==> src/hw/rtl/bsr_pkg.sv <==
// Shared types and constants for the bounded stack search and remove unit.
// Used by the front queue, the back engine and the top level; no dependencies.
package bsr_pkg;

   localparam int VALUE_W    = 32;
   localparam int TAG_W      = 8;
   localparam int ENTRY_W    = VALUE_W + TAG_W;
   localparam int OP_W       = 2;
   localparam int STATUS_W   = 2;
   localparam int POS_W      = 4;
   localparam int OCC_W      = 4;
   localparam int REQ_DATA_W = 40;
   localparam int RSP_DATA_W = 56;
   localparam int RSP_PAD_W  = RSP_DATA_W - (POS_W + VALUE_W + TAG_W + OCC_W + 1);

   typedef enum logic [OP_W-1:0] {
      OP_PUSH   = 2'd0,
      OP_POP    = 2'd1,
      OP_FIND   = 2'd2,
      OP_REMOVE = 2'd3
   } op_type;

   typedef enum logic [STATUS_W-1:0] {
      ST_OK       = 2'd0,
      ST_FULL     = 2'd1,
      ST_EMPTY    = 2'd2,
      ST_NOTFOUND = 2'd3
   } status_type;

   typedef struct packed {
      op_type                     op;
      logic signed [VALUE_W-1:0]  key;
      logic [TAG_W-1:0]           tag;
   } qent_type;

endpackage

==> src/hw/rtl/bsr_front.sv <==
// Front part: takes request items, decodes the operation and holds them in
// a two-entry queue for the back engine. Depends on bsr_pkg.
module bsr_front (
   input  logic                         clock,
   input  logic                         reset,
   input  logic                         req_tvalid,
   output logic                         req_tready,
   input  logic [bsr_pkg::REQ_DATA_W-1:0] req_tdata,  // value_in [31:0], tag_in [39:32]
   input  logic [bsr_pkg::OP_W-1:0]     req_tuser,  // operation [1:0]
   output logic                         q_valid,
   input  logic                         q_ready,
   output bsr_pkg::qent_type            q_entry
);
   import bsr_pkg::*;

   qent_type   slot_ff [2];
   logic       wr_ptr_ff, wr_ptr_in;
   logic       rd_ptr_ff, rd_ptr_in;
   logic [1:0] fill_ff, fill_in;
   logic       push, pop;
   qent_type   new_entry;

   assign req_tready = (fill_ff != 2'd2);
   assign q_valid    = (fill_ff != 2'd0);
   assign q_entry    = slot_ff[rd_ptr_ff];
   assign push       = req_tvalid && req_tready;
   assign pop        = q_valid && q_ready;

   always_comb begin
      new_entry.op  = op_type'(req_tuser[OP_W-1:0]);
      new_entry.key = req_tdata[VALUE_W-1:0];
      new_entry.tag = req_tdata[VALUE_W +: TAG_W];
      wr_ptr_in     = push ? ~wr_ptr_ff : wr_ptr_ff;
      rd_ptr_in     = pop ? ~rd_ptr_ff : rd_ptr_ff;
      fill_in       = fill_ff;
      if (push && !pop) begin
         fill_in = fill_ff + 2'd1;
      end else if (pop && !push) begin
         fill_in = fill_ff - 2'd1;
      end
   end

   always_ff @(posedge clock) begin
      if (reset) begin
         wr_ptr_ff <= 1'b0;
         rd_ptr_ff <= 1'b0;
         fill_ff   <= 2'd0;
      end else begin
         wr_ptr_ff <= wr_ptr_in;
         rd_ptr_ff <= rd_ptr_in;
         fill_ff   <= fill_in;
      end
   end

   always_ff @(posedge clock) begin
      if (push) begin
         slot_ff[wr_ptr_ff] <= new_entry;
      end
   end

endmodule

==> src/hw/rtl/bsr_back.sv <==
// Back part: the entry memory, the entry count and the sequencer that carries
// out push, pop, find and remove, plus the response register. Depends on bsr_pkg.
module bsr_back #(
   parameter int DEPTH = 8,
   parameter int AW    = $clog2(DEPTH),
   parameter int CW    = $clog2(DEPTH + 1)
) (
   input  logic                            clock,
   input  logic                            reset,
   input  logic                            q_valid,
   output logic                            q_ready,
   input  bsr_pkg::qent_type               q_entry,
   output logic                            rsp_tvalid,
   input  logic                            rsp_tready,
   output logic [bsr_pkg::RSP_DATA_W-1:0]  rsp_tdata,
   output logic [bsr_pkg::STATUS_W-1:0]    rsp_tuser,
   output logic [CW-1:0]                   count
);
   import bsr_pkg::*;

   typedef enum logic [5:0] {
      S_IDLE  = 6'b000001,
      S_EXEC  = 6'b000010,
      S_POP   = 6'b000100,
      S_SCAN  = 6'b001000,
      S_SHIFT = 6'b010000,
      S_EMIT  = 6'b100000
   } state_type;

   localparam logic [CW-1:0] DEPTH_C = CW'(DEPTH);

   logic [ENTRY_W-1:0] entry_mem_ff [DEPTH];
   logic [ENTRY_W-1:0] rd_data_ff;

   state_type              state_ff, state_in;
   qent_type               item_ff, item_in;
   logic [CW-1:0]          count_ff, count_in;
   logic [AW-1:0]          idx_ff, idx_in;
   status_type             res_status_ff, res_status_in;
   logic [CW-1:0]          res_pos_ff, res_pos_in;
   logic [VALUE_W-1:0]     res_value_ff, res_value_in;
   logic [TAG_W-1:0]       res_tag_ff, res_tag_in;
   logic                   rsp_valid_ff, rsp_valid_in;
   logic [RSP_DATA_W-1:0]  rsp_data_ff, rsp_data_in;
   logic [STATUS_W-1:0]    rsp_user_ff, rsp_user_in;

   logic                   rd_en, wr_en;
   logic [AW-1:0]          rd_addr, wr_addr;
   logic [ENTRY_W-1:0]     wr_data;
   logic [VALUE_W-1:0]     rd_value;
   logic [TAG_W-1:0]       rd_tag;
   logic [CW-1:0]          idx_wide, next_idx, after_next_idx;
   logic [CW+POS_W-1:0]    pos_ext, occ_ext;

   assign rd_value       = rd_data_ff[VALUE_W-1:0];
   assign rd_tag         = rd_data_ff[VALUE_W +: TAG_W];
   assign idx_wide       = CW'(idx_ff);
   assign next_idx       = idx_wide + CW'(1);
   assign after_next_idx = idx_wide + CW'(2);
   assign pos_ext        = {{POS_W{1'b0}}, res_pos_ff};
   assign occ_ext        = {{POS_W{1'b0}}, count_ff};

   assign rsp_tvalid = rsp_valid_ff;
   assign rsp_tdata  = rsp_data_ff;
   assign rsp_tuser  = rsp_user_ff;
   assign count      = count_ff;

   always_comb begin
      state_in      = state_ff;
      item_in       = item_ff;
      count_in      = count_ff;
      idx_in        = idx_ff;
      res_status_in = res_status_ff;
      res_pos_in    = res_pos_ff;
      res_value_in  = res_value_ff;
      res_tag_in    = res_tag_ff;
      rsp_valid_in  = rsp_valid_ff && !rsp_tready;
      rsp_data_in   = rsp_data_ff;
      rsp_user_in   = rsp_user_ff;
      q_ready       = 1'b0;
      rd_en         = 1'b0;
      rd_addr       = '0;
      wr_en         = 1'b0;
      wr_addr       = '0;
      wr_data       = '0;

      case (state_ff)
         S_IDLE: begin
            if (q_valid) begin
               q_ready       = 1'b1;
               item_in       = q_entry;
               res_status_in = ST_OK;
               res_pos_in    = '0;
               res_value_in  = '0;
               res_tag_in    = '0;
               state_in      = S_EXEC;
            end
         end
         S_EXEC: begin
            case (item_ff.op)
               OP_PUSH: begin
                  if (count_ff == DEPTH_C) begin
                     res_status_in = ST_FULL;
                  end else begin
                     wr_en    = 1'b1;
                     wr_addr  = AW'(count_ff);
                     wr_data  = {item_ff.tag, item_ff.key};
                     count_in = count_ff + CW'(1);
                  end
                  state_in = S_EMIT;
               end
               OP_POP: begin
                  if (count_ff == '0) begin
                     res_status_in = ST_EMPTY;
                     state_in      = S_EMIT;
                  end else begin
                     rd_en    = 1'b1;
                     rd_addr  = AW'(count_ff - CW'(1));
                     count_in = count_ff - CW'(1);
                     state_in = S_POP;
                  end
               end
               default: begin
                  if (count_ff == '0) begin
                     res_status_in = ST_NOTFOUND;
                     state_in      = S_EMIT;
                  end else begin
                     rd_en    = 1'b1;
                     rd_addr  = AW'(count_ff - CW'(1));
                     idx_in   = AW'(count_ff - CW'(1));
                     state_in = S_SCAN;
                  end
               end
            endcase
         end
         S_POP: begin
            res_value_in = rd_value;
            res_tag_in   = rd_tag;
            state_in     = S_EMIT;
         end
         S_SCAN: begin
            // One entry a cycle from the top; the read for the next slot
            // down is issued while this one is compared.
            if (rd_value == item_ff.key) begin
               res_pos_in   = count_ff - idx_wide;
               res_value_in = rd_value;
               res_tag_in   = rd_tag;
               if (item_ff.op == OP_REMOVE) begin
                  if (next_idx < count_ff) begin
                     rd_en    = 1'b1;
                     rd_addr  = AW'(next_idx);
                     state_in = S_SHIFT;
                  end else begin
                     count_in = count_ff - CW'(1);
                     state_in = S_EMIT;
                  end
               end else begin
                  state_in = S_EMIT;
               end
            end else if (idx_ff == '0) begin
               res_status_in = ST_NOTFOUND;
               state_in      = S_EMIT;
            end else begin
               rd_en   = 1'b1;
               rd_addr = idx_ff - AW'(1);
               idx_in  = idx_ff - AW'(1);
            end
         end
         S_SHIFT: begin
            // The entry above the hole moves down one slot each cycle.
            wr_en   = 1'b1;
            wr_addr = idx_ff;
            wr_data = rd_data_ff;
            idx_in  = AW'(next_idx);
            if (after_next_idx < count_ff) begin
               rd_en   = 1'b1;
               rd_addr = AW'(after_next_idx);
            end else begin
               count_in = count_ff - CW'(1);
               state_in = S_EMIT;
            end
         end
         S_EMIT: begin
            if (!rsp_valid_ff || rsp_tready) begin
               rsp_valid_in = 1'b1;
               rsp_user_in  = res_status_ff;
               rsp_data_in  = {{RSP_PAD_W{1'b0}}, (count_ff == DEPTH_C), occ_ext[OCC_W-1:0],
                               res_tag_ff, res_value_ff, pos_ext[POS_W-1:0]};
               state_in     = S_IDLE;
            end
         end
         default: begin
            state_in = S_IDLE;
         end
      endcase
   end

   always_ff @(posedge clock) begin
      if (reset) begin
         state_ff     <= S_IDLE;
         count_ff     <= '0;
         rsp_valid_ff <= 1'b0;
      end else begin
         state_ff     <= state_in;
         count_ff     <= count_in;
         rsp_valid_ff <= rsp_valid_in;
      end
   end

   always_ff @(posedge clock) begin
      item_ff       <= item_in;
      idx_ff        <= idx_in;
      res_status_ff <= res_status_in;
      res_pos_ff    <= res_pos_in;
      res_value_ff  <= res_value_in;
      res_tag_ff    <= res_tag_in;
      rsp_data_ff   <= rsp_data_in;
      rsp_user_ff   <= rsp_user_in;
   end

   always_ff @(posedge clock) begin
      if (wr_en) begin
         entry_mem_ff[wr_addr] <= wr_data;
      end
      if (rd_en) begin
         rd_data_ff <= entry_mem_ff[rd_addr];
      end
   end

endmodule

==> src/hw/rtl/bounded_stack_search_remove_unit.sv <==
// Bounded LIFO stack with search and remove-by-value, top level.
// Items are carried out one at a time: the back engine scans for a find, and scans
// and then shifts for a remove, one entry per cycle; the request queue and the
// response register decouple stalls.
// Reset (synchronous, active high) empties the stack and the queue; entries stay undefined.
module bounded_stack_search_remove_unit #(
   parameter int DEPTH = 8
) (
   input  logic                            clock,
   input  logic                            reset,
   input  logic                            req_tvalid,
   output logic                            req_tready,
   input  logic [bsr_pkg::REQ_DATA_W-1:0]  req_tdata,  // value_in [31:0], tag_in [39:32]
   input  logic [bsr_pkg::OP_W-1:0]        req_tuser,  // operation [1:0]
   output logic                            rsp_tvalid,
   input  logic                            rsp_tready,
   // position [3:0], value_out [35:4], tag_out [43:36], occupancy [47:44],
   // is_full [48], zero [55:49]
   output logic [bsr_pkg::RSP_DATA_W-1:0]  rsp_tdata,
   output logic [bsr_pkg::STATUS_W-1:0]    rsp_tuser   // status [1:0]
);
   import bsr_pkg::*;

   localparam int AW = $clog2(DEPTH);
   localparam int CW = $clog2(DEPTH + 1);

   logic          q_valid, q_ready;
   qent_type      q_entry;
   logic [CW-1:0] count;

   bsr_front u_front (
      .clock      (clock),
      .reset      (reset),
      .req_tvalid (req_tvalid),
      .req_tready (req_tready),
      .req_tdata  (req_tdata),
      .req_tuser  (req_tuser),
      .q_valid    (q_valid),
      .q_ready    (q_ready),
      .q_entry    (q_entry)
   );

   bsr_back #(
      .DEPTH (DEPTH),
      .AW    (AW),
      .CW    (CW)
   ) u_back (
      .clock      (clock),
      .reset      (reset),
      .q_valid    (q_valid),
      .q_ready    (q_ready),
      .q_entry    (q_entry),
      .rsp_tvalid (rsp_tvalid),
      .rsp_tready (rsp_tready),
      .rsp_tdata  (rsp_tdata),
      .rsp_tuser  (rsp_tuser),
      .count      (count)
   );

   // The entry count never passes the capacity.
   a_count_bound: assert property (@(posedge clock) disable iff (reset)
      count <= CW'(DEPTH))
      else $error("entry count exceeds capacity");

   // The count moves by at most one entry between clock edges.
   a_count_step: assert property (@(posedge clock) disable iff (reset)
      (!$past(reset) && count != $past(count)) |->
         (count == $past(count) + CW'(1) || count + CW'(1) == $past(count)))
      else $error("entry count jumped by more than one");

   // A rejected push is only reported when the stack is full.
   a_full_flag: assert property (@(posedge clock) disable iff (reset)
      (rsp_tvalid && rsp_tuser == ST_FULL) |-> rsp_tdata[48])
      else $error("full status without full flag");

   // A pop on an empty stack reports an empty stack and no position.
   a_empty_resp: assert property (@(posedge clock) disable iff (reset)
      (rsp_tvalid && rsp_tuser == ST_EMPTY) |->
         (rsp_tdata[47:44] == 4'd0 && rsp_tdata[3:0] == 4'd0))
      else $error("empty status with entries or a position");

endmodule

==> config.mk <==
export PLATFORM = sky130hd
export DESIGN_NAME = bounded_stack_search_remove_unit
export DESIGN_NICKNAME = d
export VERILOG_FILES = /design/src/hw/rtl/bsr_pkg.sv /design/src/hw/rtl/bsr_front.sv /design/src/hw/rtl/bsr_back.sv /design/src/hw/rtl/bounded_stack_search_remove_unit.sv
export SDC_FILE = /design/constraint.sdc
export NUM_CORES = 1
export LEC_CHECK = 0
export BUFFER_PORTS_ARGS = -buffer_cell sky130_fd_sc_hd__buf_2
export CAP_MARGIN = 20
export CORE_AREA = 2 2 248 250
export CTS_BUF_LIST = sky130_fd_sc_hd__clkbuf_16
export CTS_CLUSTER_DIAMETER = 150
export DETAILED_ROUTE_END_ITERATION = 10
export DIE_AREA = 0 0 250 252
export PLACE_DENSITY_LB_ADDON = 0.05
export SLEW_MARGIN = 10
export SYNTH_ARGS = -nofsm -noshare
export SYNTH_HDL_FRONTEND = slang
export SYNTH_SLANG_ARGS = --single-unit
==> constraint.sdc <==
create_clock -name clock -period 10.3 [get_ports clock]
set_clock_uncertainty 0.05 [all_clocks]
set_input_delay 1.03 -clock clock [delete_from_list [all_inputs] [get_ports clock]]
set_output_delay 1.03 -clock clock [all_outputs]
set_load 0.01 [all_outputs]
Word-level counts from Yosys, hierarchy flattened
Memories as Yosys holds them, arrays and structs flattened. A register that Yosys moved wholly into a read port is not among the register bits.
Index checks and enable logic that the tools add are counted.

word-level totals
  flip-flop bits (word level) = 115
  RAM bits = 404
  input bits = 46
  output and inout port bits = 60
  logic and storage cells = 160
  memories = 2

operators by class
  $add $sub $neg = 8
  $lt $le $gt $ge = 2
  equality and inequality tests = 29
  multiplexer cells = 76
  bitwise gates (word level) = 2
  reduce and logical (&&, ||, !) cells = 28

memories
  memory               words  bits a word  read ports  clocked after Yosys merged registers in  wr ports  RTL line         source
  u_back.entry_mem_ff  8      40           1           1                                        1         bsr_back.sv:32   logic [ENTRY_W-1:0] entry_mem_ff [DEPTH];
  u_front.slot_ff      2      42           1           1                                        1         bsr_front.sv:16  qent_type slot_ff [2];

operators with widths
  operator                                                count
  case mux 32 bit (3 select lines)                        1
  2-to-1 mux 40 bit                                       2
  case mux 40 bit (2 select lines)                        1
  2-to-1 mux 32 bit                                       2
  2-to-1 mux 6 bit                                        9
  2-to-1 mux 3 bit                                        13
  case mux 6 bit (6 select lines)                         1
  == test 32 bit                                          1
  2-to-1 mux 4 bit                                        8
  case mux 8 bit (3 select lines)                         1
  case mux 3 bit (3 select lines)                         2
  2-to-1 mux 1 bit                                        17
  2-to-1 mux 2 bit                                        8
  2-to-1 mux 8 bit                                        2
  inequality test 2 bit (second input constant)           8
  case mux 4 bit (2 select lines)                         2
  case mux 4 bit (3 select lines)                         1
  case mux 6 bit (2 select lines)                         1
  inequality test 3 x 1 -> 1 bit (second input constant)  3
  nonzero test 3 bit                                      3
  less-than comparator 4 bit                              2
  inequality test 2 x 1 -> 1 bit (second input constant)  4
  AND reduction 8 bit                                     1
  AND reduction 7 bit                                     1
  other kinds (37)                                        51

Longest topological paths before layout
  depth after elaboration = 7
  depth in mapped cells = 14
  depth with buffers taken out = 11

Modules after synthesis
Synthesis repeated with hierarchy kept, for this count alone.

second synthesis, totals
  cell total of the unflattened synthesis = 1515
  area total of the unflattened synthesis = 23587.6 um^2

modules (own cells, without submodules)
  module     times used  cells an instance  area each (um^2)  seq. area each (um^2)
  bsr_back   1           1360               20344.5           15294.7
  bsr_front  1           155                3243.1            2622.5

Worst setup path before layout
No wires, ideal clock.

  kind = flip-flop to flip-flop
  from = register u_back.count_ff[0], in the netlist u_back.count[0]
  to = memory u_back.entry_mem_ff[2][0] (netlist name) (enable)
  library setup time = 0.437 ns
  data arrival time = 3.531 ns
  data required time = 9.813 ns
  path slack = 6.281 ns
  cell stages (with the launch flop) = 8
  buffers on the path = 0
  clock period less this slack = 4.019 ns
  cell sequence = dfxtp_1 clkinv_1 ha_1 nor2b_1 and2_1 nor2_1 a41oi_1 nor2_1

between the ends
  word-level cells in the longest chain between the ends = 6
  elaborated cells between the ends (all ways) = 9
  classes of those cells = 1 x eq/ne; 8 x mux

ends and longest elaborated chain
  what                                    RTL line         source
  from (decl)                             bsr_back.sv:37   logic [CW-1:0] count_ff, count_in;
  from (signal assigned)                  bsr_back.sv:205  count_ff <= count_in;
  == test 4 bit                           bsr_back.sv:102  if (count_ff == DEPTH_C) begin
  2-to-1 mux 1 bit                        bsr_back.sv:102
  2-to-1 mux 1 bit                        bsr_back.sv:100  case (item_ff.op)
  case mux 1 bit (2 select lines)         bsr_back.sv:87   case (state_ff)
  2-to-1 mux 1 bit                        bsr_back.sv:222  if (wr_en) begin
  2-to-1 mux 1 bit (not written as such)  bsr_back.sv:223  entry_mem_ff[wr_addr] <= wr_data;
  to (decl)                               bsr_back.sv:32

Parallel ways exist; a longest one is shown, timed or not.

Worst setup path in the final report
  from = register u_back.idx_ff[0]
  to = register u_back.rd_data_ff[29], read port of u_back.entry_mem_ff (data pin)

between the ends
  word-level cells in the longest chain between the ends = 6
  elaborated cells between the ends (all ways) = 18
  classes of those cells = 3 x add/sub; 2 x order compare; 12 x mux; 1 x reduce/logical

ends and longest elaborated chain
  what                                                                                RTL line         source
  from (decl)                                                                         bsr_back.sv:38   logic [AW-1:0] idx_ff, idx_in;
  from (signal assigned)                                                              bsr_back.sv:212  idx_ff <= idx_in;
  adder 3 x 1 -> 4 bit                                                                bsr_back.sv:58   assign next_idx = idx_wide + CW'(1);
  less-than comparator 4 bit                                                          bsr_back.sv:149  if (next_idx < count_ff) begin
  2-to-1 mux 3 bit or 2-to-1 mux 1 bit (tied branches)                                bsr_back.sv:149
  2-to-1 mux 3 bit or 2-to-1 mux 1 bit (tied branches)                                bsr_back.sv:148  if (item_ff.op == OP_REMOVE) begin
  2-to-1 mux 3 bit or 2-to-1 mux 1 bit (tied branches)                                bsr_back.sv:144  if (rd_value == item_ff.key) begin
  case mux 3 bit (3 select lines) or case mux 1 bit (3 select lines) (tied branches)  bsr_back.sv:87
  to (decl)                                                                           bsr_back.sv:33   logic [ENTRY_W-1:0] rd_data_ff;

Parallel ways exist; a longest one is shown, timed or not.
A chain may end at the register's enable or synchronous reset.

==> flow_summary_export.csv <==
group,metric,value,unit
status,outcome,"finished, final reports clean",
placed_design,post-place-cells,2419,
clock_tree,root_buffer,"clkbuf_16",
placed_design,port_buffers,98,
critical_path,worst-setup-path-type,"flip-flop to flip-flop",
sta,hold_ws,364,ps
layout,antenna_cells,0,
pwr,clockPowerShare,37.9,%
logic_synthesis,syn_avg_cell_area,14.8,sq um
sta,fin_crit,5480,ps
logic_synthesis,synth_most_common_cell,"edfxtp_1",
critical_path,setup.worst_path.start_class,"flip-flop",
sta,maxSlewViolCount,0,
routing,drc_errors,0,
die,start_util,39.9,%
pwr,p_total,5.97,mW
routing,final_antenna_net_count,0,
global_route,grt_pass1_wl,97600,um
critical_path,cp.arrival,5780,ps
logic_synthesis,synth_edf_count,586,
logic_synthesis,seq_area_frac_synth,74.6,%
clock_tree,cts_max_path_buffers,3,
die,die_w,250,um
logic_synthesis,ys_types,64,
routing,routedWlPerCell,26.2,um
run,maxCapViolCount,0,
global_route,grt_pass1_vias,14200,
sta,tns,0,ps
pwr,p_leak,9.47,nW
logic_synthesis,ys_seq_elements,601,
sta,worst_pin_slew,1150,ps
logic_synthesis,synth_area_leaders,"edfxtp_1 (73%), o21ai_0 (3.6%), a21oi_1 (3.5%)",
die,die_y,252,um
sta,slew-limit-headroom,23.1,%
logic_synthesis,synth_area,24000,sq um
routing,vias_per_cell,5.65,
clock_tree,ctsHoldBuffers,0,
pwr,p_int,4.49,mW
die,io_pins,106,
logic_synthesis,async_reset_ff_share,0,%
pwr,seqPwrFrac,53.2,%
global_route,grt_usage,21.1,%
pwr,p_comb_share,8.9,%
routing,drt_iter0_drc,1266,
logic_synthesis,synthTopCellsByCount,"edfxtp_1 (586), o21ai_0 (173), a21oi_1 (168)",
clock_tree,cts_setup_buffers,0,
critical_path,path_cells,"inv_1 -> ha_1 -> ha_1 -> nor2b_1 -> o21a_1 -> o21ai_0 -> and4_1 -> o21a_4 -> or3_1 -> buf_4 -> a21oi_1 -> or4_1",
die,core,60100,sq um
die,dieArea,63000,sq um
clock_tree,cts.clk_slew.worst_paths,60,ps
clock_tree,cts_tree,"built",
placed_design,finalWeightedCongestion,0.814,
critical_path,slowest_stage,"o21a_4",
critical_path,end_kind,"flip-flop",
logic_synthesis,synth_warnings,0,
sta,final.period_utilization,53.2,%
die,rows,90,
logic_synthesis,yosysTopAreaCell,"edfxtp_1",
routing,num_vias,14300,
critical_path,crit_top_cell,"ha_1",
layout,fin_cells,2533,
critical_path,required,10600,ps
layout,fillCellCount,5360,
routing,drt_first_pass_iters,5,
sta,rsz0062_at_grt,"false",
sta,timing.fmax,0.183,GHz
clock_tree,cts_inserted_buffers,67,
pwr,vdd_drop_max,0.138,mV
clock_tree,clock-sinks,601,
clock_tree,clk_latency,620,ps
layout,drive_above_1_share,16.2,%
critical_path,cpPeakStageDelay,760,ps
logic_synthesis,netlist.area_leader.share,73.4,%
layout,syn_to_final_growth,14.3,%
pwr,power.switching,1.48,mW
global_route,grt_max_degree,81,
clock_tree,cts_max_level,3,
placed_design,hpwl,35400,um
global_route,antenna_found_initial,0,
clock_tree,cts_resized,0,
layout,nets,1772,
sta,setup_viol,0,
logic_synthesis,ys.flop_type,"edfxtp_1",
routing,wirelength,66400,um
pwr,power_density,218,nW/um^2
global_route,overflow,0,
sta,hold_viol,0,
worst_hold_path,min_path_type,"flip-flop to flip-flop",
logic_synthesis,synthCells,1621,
critical_path,cp_max_fo,79,
pwr,switching_share,24.7,%
## kinds of logic (layout without fill, tap and decap cells)
family	after synthesis	in the layout	share of synthesized area (%)
XOR/XNOR	45	45	1.64
AO/OA/AOI/OAI	422	422	9.96
AND/OR/NAND/NOR	356	356	8.19
flip-flops	601	601	74.6
multiplexers	46	46	2.16
buffers and inverters	130	254	2.33
other	1	7	0.0156
adder cells (fa/ha/maj)	20	20	1.07
## worst max-delay path: cells and delay by family (launching register included)
| family | cells | cell delay (ps) |
|---|---|---|
| and+or+nand+nor | 4 | 1540 |
| DFF | 1 | 560 |
| adders and majority gates | 2 | 690 |
| buffers and inverters | 2 | 840 |
| AOI/OAI and AO/OA | 4 | 1440 |
## layout by cell type (no fill, tap or decap), types with 39 or more instances in the layout
cell type / instances
edfxtp_1: 586
o21ai_0: 173
a21oi_1: 167
nand3_1: 161
buf_2: 98
clkbuf_16: 67
nor2b_1: 46
mux2_2: 42
xor2_1: 41
a22o_1: 40
or4_1: 39
## per-stage QoR
step	util [%]	instance area, sq um	setup WS [ps]
6_report	45.6	27400	4820
4_1_cts	45.6	27400	4890
3_3_place_gp	42.2	25400	5160
3_5_place_dp	42.2	25400	4930
5_1_grt	45.6	27400	4600
2_1_floorplan	-	24000	6280
## power groups by stage
stage | logic [mW] | registers [mW] | clock network (mW)
after floorplan | 0.338 | 3.15 | 0
after global placement | 0.545 | 3.23 | 0
after detailed placement | 0.549 | 3.23 | 0
after CTS | 0.551 | 3.19 | 2.32
after global routing | 0.588 | 3.20 | 2.41
final | 0.532 | 3.18 | 2.26
## registers in the layout, indices dropped and copies added (netlist names)
| name | count |
|---|---|
| u_front.rd_ptr_ff | 1 |
| u_back.res_pos_ff | 4 |
| u_back.entry_mem_ff | 320 |
| u_back.state_ff | 6 |
| u_back.item_ff | 42 |
| u_back.rsp_tuser | 2 |
| u_back.res_value_ff | 32 |
| u_back.rsp_tvalid | 1 |
| u_back.idx_ff | 3 |
| u_front.slot_ff | 84 |
| u_back.count | 4 |
| u_back.res_status_ff | 2 |
| u_front.fill_ff | 2 |
| u_back.rsp_tdata | 49 |
| u_front.wr_ptr_ff | 1 |
| u_back.res_tag_ff | 8 |
| u_back.rd_data_ff | 40 |
## per-layer routing
layer	part of all wire (%)	track usage (%)	wire [um]	vias up
met3	4.8	3.22	3160	115
met1	44	28.7	29100	7295
met5	0	0	0	-
met2	48	34.7	32100	458
li1	-	-	-	6439
met4	3.1	7.39	2040	0
## worst paths after layout
kind | cells past startpoint | startpoint | endpoint | slack, ps
max | 12 | u_back.idx_ff[0]$_DFFE_PP_ | u_back.rd_data_ff[29]$_DFFE_PP_ | 4820
min | 0 | u_back.res_value_ff[30]$_SDFFCE_PP0P_ | u_back.rsp_tdata[34]$_DFFE_PP_ | 360
max reg2reg | 12 | u_back.idx_ff[0]$_DFFE_PP_ | u_back.rd_data_ff[29]$_DFFE_PP_ | 4820
min reg2reg | 0 | u_back.res_value_ff[30]$_SDFFCE_PP0P_ | u_back.rsp_tdata[34]$_DFFE_PP_ | 360
## layout make-up
class / count / area [sq um] / share of cell area, %
Tap cell: 782 / 978 / 3.57
Clock buffer: 67 / 1680 / 6.12
Multi-Input combinational cell: 896 / 5730 / 20.9
Clock inverter: 47 / 379 / 1.38
Timing Repair Buffer: 126 / 701 / 2.56
Sequential cell: 601 / 17900 / 65.3
Inverter: 14 / 52.6 / 0.192
Power figures use the tool's default switching activity.
